**src/sv/srsm_pkg.sv**
```systemverilog
package srsm_pkg;

   localparam int MAX_SLOTS  = 1024;
   localparam int IDX_W      = 10;
   localparam int CNT_W      = 11;
   localparam int REQ_DATA_W = 16;
   localparam int REQ_USER_W = 2;
   localparam int RSP_DATA_W = 24;
   localparam int RSP_USER_W = 3;

   localparam logic [1:0] CMD_ALLOC = 2'd0;
   localparam logic [1:0] CMD_FETCH = 2'd1;
   localparam logic [1:0] CMD_SET   = 2'd2;
   localparam logic [1:0] CMD_CLEAR = 2'd3;

   localparam logic [1:0] ST_EMPTY   = 2'd0;
   localparam logic [1:0] ST_ALLOC   = 2'd1;
   localparam logic [1:0] ST_READY   = 2'd2;
   localparam logic [1:0] ST_INVALID = 2'd3;

   localparam logic [2:0] RC_OK       = 3'd0;
   localparam logic [2:0] RC_BAD_IDX  = 3'd1;
   localparam logic [2:0] RC_FULL     = 3'd2;
   localparam logic [2:0] RC_NO_EMPTY = 3'd3;
   localparam logic [2:0] RC_EMPTY    = 3'd4;
   localparam logic [2:0] RC_NO_READY = 3'd5;

endpackage

```
**src/sv/slot_ring_status_manager_top.sv**
```systemverilog
// flow: set status writes its slot on acceptance, then done; allocate and fetch go through
// check and eval to done; rejects (bad index, full, empty) go from check to done; fetch goes
// back to check per invalid slot skipped (at most MAX_TRIES); clear walks every slot to done;
// throughput: one command at a time through the shared index unit and the slot memory
// the next command is taken the cycle after done loads the result into a free output register
// reset: synchronous, then a clearing pass over every slot of the slot memory with req_tready low
module slot_ring_status_manager_top #(
   parameter int MAX_TRIES = 10
) (
   input  logic                              clock,
   input  logic                              reset,
   input  logic                              req_tvalid,
   output logic                              req_tready,
   // target_slot[9:0], new_status[11:10], zero pad
   input  logic [srsm_pkg::REQ_DATA_W-1:0]   req_tdata,
   // command[1:0]
   input  logic [srsm_pkg::REQ_USER_W-1:0]   req_tuser,
   output logic                              rsp_tvalid,
   input  logic                              rsp_tready,
   // granted_slot[9:0], occupancy[20:10], ring_empty[21], zero pad
   output logic [srsm_pkg::RSP_DATA_W-1:0]   rsp_tdata,
   // result_code[2:0]
   output logic [srsm_pkg::RSP_USER_W-1:0]   rsp_tuser,
   input  logic                              csr_valid,
   output logic                              csr_ready,
   input  logic [srsm_pkg::CNT_W-1:0]        csr_data
);
   import srsm_pkg::*;

   localparam int TRY_W = $clog2(MAX_TRIES + 1);

   typedef enum logic [2:0] {
      S_INIT, S_IDLE, S_CHECK, S_EVAL, S_CLEAR, S_DONE
   } state_type;

   state_type          state_ff, state_in;
   logic [CNT_W-1:0]   slot_count_ff;
   logic [IDX_W-1:0]   ri_ff, ri_in, wi_ff, wi_in;
   logic               empty_ff, empty_in;
   logic [IDX_W-1:0]   clr_cnt_ff, clr_cnt_in;
   logic [TRY_W-1:0]   tries_ff, tries_in;
   logic [1:0]         cmd_ff, cmd_in;
   logic [2:0]         code_ff, code_in;
   logic [IDX_W-1:0]   grant_ff, grant_in;
   logic               rsp_valid_ff, rsp_valid_in;
   logic [2:0]         rsp_code_ff, rsp_code_in;
   logic [IDX_W-1:0]   rsp_grant_ff, rsp_grant_in;
   logic [CNT_W-1:0]   rsp_occ_ff, rsp_occ_in;
   logic               rsp_empty_ff, rsp_empty_in;

   logic [1:0]         slot_mem [MAX_SLOTS];
   logic [1:0]         rd_data_ff;
   logic               mem_we;
   logic [IDX_W-1:0]   mem_waddr, mem_raddr;
   logic [1:0]         mem_wdata;

   logic [CNT_W-1:0]   size;
   logic               idx_ok;
   logic [IDX_W-1:0]   at_sel, next_idx;
   logic [CNT_W-1:0]   at_inc, idx_diff, occ;
   logic [TRY_W-1:0]   tries_inc;
   logic               req_acc;

   assign size = (slot_count_ff == '0) ? CNT_W'(1) :
                 (slot_count_ff > CNT_W'(MAX_SLOTS)) ? CNT_W'(MAX_SLOTS) : slot_count_ff;
   assign idx_ok = ({1'b0, ri_ff} < size) && ({1'b0, wi_ff} < size);

   // shared index unit
   assign at_sel   = (cmd_ff == CMD_ALLOC) ? wi_ff : ri_ff;
   assign at_inc   = {1'b0, at_sel} + CNT_W'(1);
   assign next_idx = (at_inc == size) ? '0 : at_inc[IDX_W-1:0];

   assign idx_diff = {1'b0, wi_ff} - {1'b0, ri_ff};
   assign occ = (!idx_ok || empty_ff) ? '0 : (wi_ff > ri_ff) ? idx_diff : size + idx_diff;

   assign tries_inc = tries_ff + TRY_W'(1);
   assign req_tready = (state_ff == S_IDLE);
   assign req_acc    = req_tvalid && req_tready;
   assign csr_ready  = 1'b1;
   assign mem_raddr  = at_sel;

   always_comb begin
      state_in     = state_ff;
      ri_in        = ri_ff;
      wi_in        = wi_ff;
      empty_in     = empty_ff;
      clr_cnt_in   = clr_cnt_ff;
      tries_in     = tries_ff;
      cmd_in       = cmd_ff;
      code_in      = code_ff;
      grant_in     = grant_ff;
      rsp_valid_in = rsp_valid_ff && !rsp_tready;
      rsp_code_in  = rsp_code_ff;
      rsp_grant_in = rsp_grant_ff;
      rsp_occ_in   = rsp_occ_ff;
      rsp_empty_in = rsp_empty_ff;
      mem_we       = 1'b0;
      mem_waddr    = clr_cnt_ff;
      mem_wdata    = ST_EMPTY;
      case (state_ff)
         S_INIT, S_CLEAR: begin
            mem_we     = 1'b1;
            clr_cnt_in = clr_cnt_ff + IDX_W'(1);
            if (clr_cnt_ff == IDX_W'(MAX_SLOTS - 1)) begin
               state_in = (state_ff == S_INIT) ? S_IDLE : S_DONE;
            end
         end
         S_IDLE: begin
            if (req_acc) begin
               cmd_in   = req_tuser;
               code_in  = RC_OK;
               grant_in = '0;
               tries_in = '0;
               case (req_tuser)
                  CMD_ALLOC, CMD_FETCH: state_in = S_CHECK;
                  CMD_SET: begin
                     mem_we    = 1'b1;
                     mem_waddr = req_tdata[IDX_W-1:0];
                     mem_wdata = req_tdata[IDX_W+1:IDX_W];
                     state_in  = S_DONE;
                  end
                  default: begin
                     ri_in      = '0;
                     wi_in      = '0;
                     empty_in   = 1'b1;
                     clr_cnt_in = '0;
                     state_in   = S_CLEAR;
                  end
               endcase
            end
         end
         S_CHECK: begin
            if (!idx_ok) begin
               code_in  = RC_BAD_IDX;
               state_in = S_DONE;
            end else if (ri_ff == wi_ff && (cmd_ff == CMD_ALLOC) == !empty_ff) begin
               code_in  = (cmd_ff == CMD_ALLOC) ? RC_FULL : RC_EMPTY;
               state_in = S_DONE;
            end else begin
               state_in = S_EVAL;
            end
         end
         S_EVAL: begin
            state_in = S_DONE;
            if (cmd_ff == CMD_ALLOC) begin
               if (rd_data_ff != ST_EMPTY) begin
                  code_in = RC_NO_EMPTY;
               end else begin
                  mem_we    = 1'b1;
                  mem_waddr = wi_ff;
                  mem_wdata = ST_ALLOC;
                  wi_in     = next_idx;
                  empty_in  = 1'b0;
                  grant_in  = wi_ff;
               end
            end else if (rd_data_ff == ST_READY) begin
               ri_in    = next_idx;
               empty_in = (next_idx == wi_ff);
               grant_in = ri_ff;
            end else if (rd_data_ff == ST_INVALID) begin
               mem_we    = 1'b1;
               mem_waddr = ri_ff;
               ri_in     = next_idx;
               empty_in  = (next_idx == wi_ff);
               tries_in  = tries_inc;
               if (tries_inc == TRY_W'(MAX_TRIES)) begin
                  code_in = RC_NO_READY;
               end else begin
                  state_in = S_CHECK;
               end
            end else begin
               code_in = RC_NO_READY;
            end
         end
         S_DONE: begin
            if (!rsp_valid_ff || rsp_tready) begin
               rsp_valid_in = 1'b1;
               rsp_code_in  = code_ff;
               rsp_grant_in = (code_ff == RC_OK) ? grant_ff : '0;
               rsp_occ_in   = occ;
               rsp_empty_in = empty_ff;
               state_in     = S_IDLE;
            end
         end
         default: state_in = S_IDLE;
      endcase
   end

   always_ff @(posedge clock) begin
      if (reset) begin
         state_ff      <= S_INIT;
         slot_count_ff <= CNT_W'(MAX_SLOTS);
         ri_ff         <= '0;
         wi_ff         <= '0;
         empty_ff      <= 1'b1;
         clr_cnt_ff    <= '0;
         tries_ff      <= '0;
         rsp_valid_ff  <= 1'b0;
      end else begin
         state_ff     <= state_in;
         ri_ff        <= ri_in;
         wi_ff        <= wi_in;
         empty_ff     <= empty_in;
         clr_cnt_ff   <= clr_cnt_in;
         tries_ff     <= tries_in;
         rsp_valid_ff <= rsp_valid_in;
         if (csr_valid && csr_ready) begin
            slot_count_ff <= csr_data;
         end
      end
      cmd_ff       <= cmd_in;
      code_ff      <= code_in;
      grant_ff     <= grant_in;
      rsp_code_ff  <= rsp_code_in;
      rsp_grant_ff <= rsp_grant_in;
      rsp_occ_ff   <= rsp_occ_in;
      rsp_empty_ff <= rsp_empty_in;
   end

   always_ff @(posedge clock) begin
      if (mem_we) begin
         slot_mem[mem_waddr] <= mem_wdata;
      end
      rd_data_ff <= slot_mem[mem_raddr];
   end

   assign rsp_tvalid = rsp_valid_ff;
   assign rsp_tuser  = rsp_code_ff;
   assign rsp_tdata  = {{(RSP_DATA_W - IDX_W - CNT_W - 1){1'b0}},
                        rsp_empty_ff, rsp_occ_ff, rsp_grant_ff};

endmodule

```
**config.mk**
```make
export PLATFORM = sky130hd
export DESIGN_NAME = slot_ring_status_manager_top
export DESIGN_NICKNAME = d
export VERILOG_FILES = /design/src/sv/srsm_pkg.sv /design/src/sv/slot_ring_status_manager_top.sv
export SDC_FILE = /design/constraint.sdc
export NUM_CORES = 2
export LEC_CHECK = 0
export ABC_AREA = 1
export BUFFER_PORTS_ARGS = -buffer_cell sky130_fd_sc_hd__buf_2
export CAP_MARGIN = 20
export CORE_UTILIZATION = 55
export CTS_CLUSTER_DIAMETER = 30
export DETAILED_ROUTE_END_ITERATION = 12
export PLACE_DENSITY = 0.71
export SLEW_MARGIN = 10
export SYNTH_ARGS = -nofsm -noshare
export SYNTH_HDL_FRONTEND = slang
export SYNTH_SLANG_ARGS = --single-unit
```
**constraint.sdc**
```tcl
create_clock -name clock -period 60.5 [get_ports clock]
set_input_delay 3.025 -clock clock [delete_from_list [all_inputs] [get_ports clock]]
set_output_delay 3.025 -clock clock [all_outputs]
set_load 0.1 [all_outputs]
```
## Word-level counts from Yosys, hierarchy flattened

Memory sizes are Yosys's and may differ from the RTL's. A register that Yosys moved wholly into a read port is not among the register bits.
Index checks and enable logic that the tools add are counted.

- Register bits: 90
- Bits in writable memories: 2,048
- Input bits: 34
- Output and inout bits: 30
- Word-level logic and storage cells: 166
- Memories: 1

Memory list:

| memory | depth | width | read ports | clocked after Yosys merged registers in | write ports | line | text |
|---|---|---|---|---|---|---|---|
| slot_mem | 1,024 | 2 | 1 | 1 | 1 | slot_ring_status_manager_top.sv:51 | `logic [1:0] slot_mem [MAX_SLOTS];` |

- Add/sub/neg operators: 5
- Order comparisons: 4
- Equality and inequality tests: 32
- Multiplexer cells: 77
- Reductions and logical operators: 32

Operators with widths:

| operator | number |
|---|---|
| $mux 10 | 19 |
| $pmux 10 s2 | 5 |
| $mux 3 | 19 |
| $mux 11 | 3 |
| $lt 10x11->1 | 2 |
| $eq 10x10->1 | 2 |
| $reduce_and 5->1 | 4 |
| $mux 1 | 18 |
| $ne 3x3->1 const B | 6 |
| $mux 4 | 4 |
| $ne 2x2->1 const B | 8 |
| $pmux 3 s5 | 1 |
| $add 10x1->11 const B | 1 |
| $add 11x11->11 | 1 |
| $eq 11x11->1 | 1 |
| $gt 11x11->1 const B | 1 |
| $logic_not 11->1 | 1 |
| $sub 10x10->11 | 1 |
| $add 10x1->10 const B | 1 |
| $eq 10x10->1 const B | 1 |
| $gt 10x10->1 | 1 |
| $pmux 3 s3 | 1 |
| $ne 4x4->1 const B | 2 |
| $pmux 4 s2 | 1 |
| 27 further kinds | 46 |

## Depth between registers and ports, before layout

- Word-level depth: 10
- Gate-level depth with buffers: 31
- Gate-level depth less buffers: 26

## Worst setup path before layout

No wires, ideal clock.

- Path kind: input -> register
- Start: input port req_tuser[1] (netlist bit)
- End: memory slot_mem[0][1] (data pin)
- Setup time: 4.947 ns
- Data arrival time: 27.128 ns
- Required time: 55.553 ns
- Path slack: 28.425 ns
- Stages: 7
- Buffers on the path: 1
- Cells stage by stage: inv_1 > nor2_1 > nand2_2 > nor2_4 > inv_2 > buf_2 > nor2_1

- Word-level cells in the longest chain between the ends: 4

Ends and longest elaborated chain:

| item | line | text |
|---|---|---|
| start, declared | slot_ring_status_manager_top.sv:17 | `input logic [srsm_pkg::REQ_USER_W-1:0] req_tuser,` |
| $eq 2x2->1 | slot_ring_status_manager_top.sv:114 | `case (req_tuser)` |
| $mux 2 | slot_ring_status_manager_top.sv:114 |  |
| $mux 2 | slot_ring_status_manager_top.sv:109 | `if (req_acc) begin` |
| $pmux 2 s2 | slot_ring_status_manager_top.sv:100 | `case (state_ff)` |
| net mem_wdata[1] | slot_ring_status_manager_top.sv:55 | `logic [1:0] mem_wdata;` |
| end, declared | slot_ring_status_manager_top.sv:51 |  |

The timed path passes the listed nets, and every way through them passes these cells.

## Worst setup path in the final report

- Start: input port req_tuser[1] (netlist bit)
- End: memory slot_mem[192][0] (data pin)

The elaborated chain is that of the path after synthesis.

==> impl_metrics.toml <==
[die]
fp.coreArea_sq_um = 166000
initial_utilization = 0.556
die_w_um = 411
die_h_um = 411
row_count = 149
die_area_sq_um = 169000
ioPinCount = 64

[detailed_routing]
wl_per_cell_um = 25.0
drc = 0
routed_wl_um = 263000
via_count = 66500
postRouteAntennaNets = 0
first_pass_iters = 8
viasPerCell = 6.32
drtIter0Drc = 9175

[job]
maxCapViolCount = 0

[layout]
syn2layout_area_growth_pct = 15.9
stdcell_area_sq_um = 107000
multiInputGateArea_sq_um = 25100
n_fill_cell = 12000
final_nets = 8121
layout-drive-gt1-share = 0.112
seq_area_sq_um = 63700

[grt]
grt.overflow.total = 0
grt_pass1_vias = 64900
grtUsageTotal = 0.308
grt_max_degree = 249
grt_pass1_wl_um = 389000
antenna_found_initial = 6

[worst_setup_path]
end_kind = "flop"
arrival_ns = 7.93
r2r_start = "state_ff[0]$_SDFFE_PP0P_"
required_ns = 61.10
crit_path_max_fanout = 100
worst_r2r_endpoint = "slot_mem[192][0]$_DFFE_PP_"
cp-start-kind = "input pin"
timing.reg2reg.setup_slack_ns = 53.45
critical_path_class = "input pin to flop"
reg2reg_depth = 13

[clocking]
cts.sinks = 2140
clock_path_buffers = 4
cts_buffers = 387
cts_hold_buffers = 0
root_buffer = "clkbuf_16"
cts_tree = "done"
ctsResizeCount = 0
cts.clk_slew.worst_paths_ns = 0.05
clk_latency_ns = 0.95
post-cts-setup-buffers = 0
ctsHtreeMaxLevel = 5

[placed_design]
place.detailed.hpwl_um = 127000
gp_congestion = 0.909
place_ws_ns = 52.35
port-buffer-count = 56
placed_cell_area_sq_um = 94000

[sta]
fin_ws_ns = 53.17
finalHoldViolations = 0
slew_headroom = 0.146
fin_crit_sh = 0.121
fin_crit_ns = 7.33
rsz0062_at_grt = "false"
finalSetupViolations = 0
finClkSkew_ns = 0.0514
slew_viol_final = 0
worst_pin_slew_ns = 1.28
clock.fmax_ghz = 0.136
holdWs_ns = 0.441
fin_setup_tns_ns = 0

[pwr]
p_total_uw = 3720
cellPowerDensity_nw_per_um2 = 34.8
irDropWorstVdd_v = 0.0000365
leakage_uw = 0.0346

[synthesis]
synth.most_common_cell = "edfxtp_1"
async_flop_share = 0
yosysUniqueCellTypes = 55
yosys.area.top_type = "edfxtp_1"
syn_area_sq_um = 92100
synthTopCellsByArea = "edfxtp_1 (68%), nor2_1 (8.3%), o21ai_0 (5.9%)"
synth-edff-count = 2088
netlist_instances = 8125
synth_top_area_share = 0.681
synth_common_cells = "edfxtp_1 (2088), nor2_1 (2040), o21ai_0 (1077), nand2_1 (619), clkbuf_1 (436)"
ys_seq_elements = 2140
synth-seq-area-share = 0.692
synth.avg_cell_area_sq_um = 11.3
synth_flop_cell = "edfxtp_1"
yosys_warnings = 0

[worst_hold_path]
holdPathEnd = "rsp_tuser[0]$_DFFE_PP_"
min_path_type = "flop to flop"
hold_depth = 0
worstHoldStart = "code_ff[0]$_DFFE_PP_"

[status]
status = "completed"
how the worst max path moves through the flow:
stage                 start                    endpoint  slack [ns]  cells past startpoint
2_1_floorplan  req_tuser[1]    slot_mem[0][1]$_DFFE_PP_       28.42                      7
3_3_place_gp   req_tuser[1]  slot_mem[196][0]$_DFFE_PP_       52.39                     11
3_5_place_dp   req_tuser[1]  slot_mem[783][0]$_DFFE_PP_       52.35                     11
4_1_cts        req_tuser[1]  slot_mem[798][0]$_DFFE_PP_       53.31                     11
5_1_grt        req_tuser[1]  slot_mem[198][0]$_DFFE_PP_       52.86                     11
6_report       req_tuser[1]  slot_mem[192][0]$_DFFE_PP_       53.17                     11
per-stage QoR:
step           std cells   util
6_report           10500  0.645
2_1_floorplan       8126      -
3_5_place_dp        9835  0.568
3_3_place_gp        9817  0.565
4_1_cts            10500  0.644
5_1_grt            10500  0.645
layer usage:
layer  part of all wire  track usage  routed length (um)
met1               0.37        0.402               97600
met5           0.000049            0                  13
met4              0.047        0.151               12500
met3               0.11       0.0620               29800
met2               0.47        0.494              123000
kinds of logic (layout without fill, tap and decap cells):
group	count (synthesis)	in the layout	synth area share
and+or+nand+nor	3101	3101	0.135
other	2	6	0.0000815
DFF	2140	2140	0.692
adders and majority gates	42	42	0.00587
AOI/OAI and AO/OA	1955	1955	0.127
buffers and inverters	862	1069	0.0382
xor gates and xnor gates	23	23	0.00219
report_power, final:
| part | leakage (uW) | internal (uW) | switching, uW |
|---|---|---|---|
| combinational | 0.00926 | 4.00 | 19.0 |
| sequential | 0.0192 | 1610 | 0.884 |
| clock | 0.00608 | 1360 | 721 |
| total | 0.0346 | 2970 | 741 |
flip-flops by register name (all words and copies together) (netlist names), 4 cells and up:
register and count:
clr_cnt_ff 10, grant_ff 10, ri_ff 10, rsp_grant_ff 10, rsp_occ_ff 11, slot_count_ff 11
slot_mem 2048, tries_ff 4, wi_ff 10
cell usage in the layout, fill, tap and decap left out, drive strengths merged, types with 5 or more instances in the layout:
| cell type | Yosys | final |
|---|---|---|
| nand4 | 17 | 17 |
| clkinv | 5 | 131 |
| clkbuf | 436 | 443 |
| xnor2 | 8 | 8 |
| a21oi | 119 | 119 |
| dfxtp | 52 | 52 |
| clkinvlp | 0 | 33 |
| edfxtp | 2088 | 2088 |
| nor2 | 2052 | 2052 |
| o2111ai | 5 | 5 |
| xor2 | 15 | 15 |
| o21bai | 52 | 52 |
| o221ai | 176 | 176 |
| buf | 231 | 197 |
| or2 | 79 | 79 |
| nand2 | 626 | 626 |
| nor3 | 37 | 37 |
| o211ai | 283 | 283 |
| inv | 190 | 224 |
| o21ai | 1097 | 1097 |
| a211oi | 18 | 18 |
| bufinv | 0 | 41 |
| nand3 | 279 | 279 |
| ha | 40 | 40 |
| o22ai | 175 | 175 |
worst max-delay path, stage by stage:
cell,delay [ns]
buf_2,0.12
inv_1,0.06
nor2_1,0.11
nand2_2,0.09
nor2_4,0.20
nand2_1,0.13
nand2_4,0.46
buf_4,0.81
buf_4,0.91
buf_4,0.88
buf_4,0.87
area by class of cell:
class,instances,area share
antenna,3,0.0000703
clock buffer,443,0.0943
clock inverter,234,0.0237
inverter,195,0.00700
multi-input combinational,5124,0.235
sequential,2140,0.597
tap,2189,0.0257
timing repair buffer,197,0.0173
(Power assumes the default switching activity.)
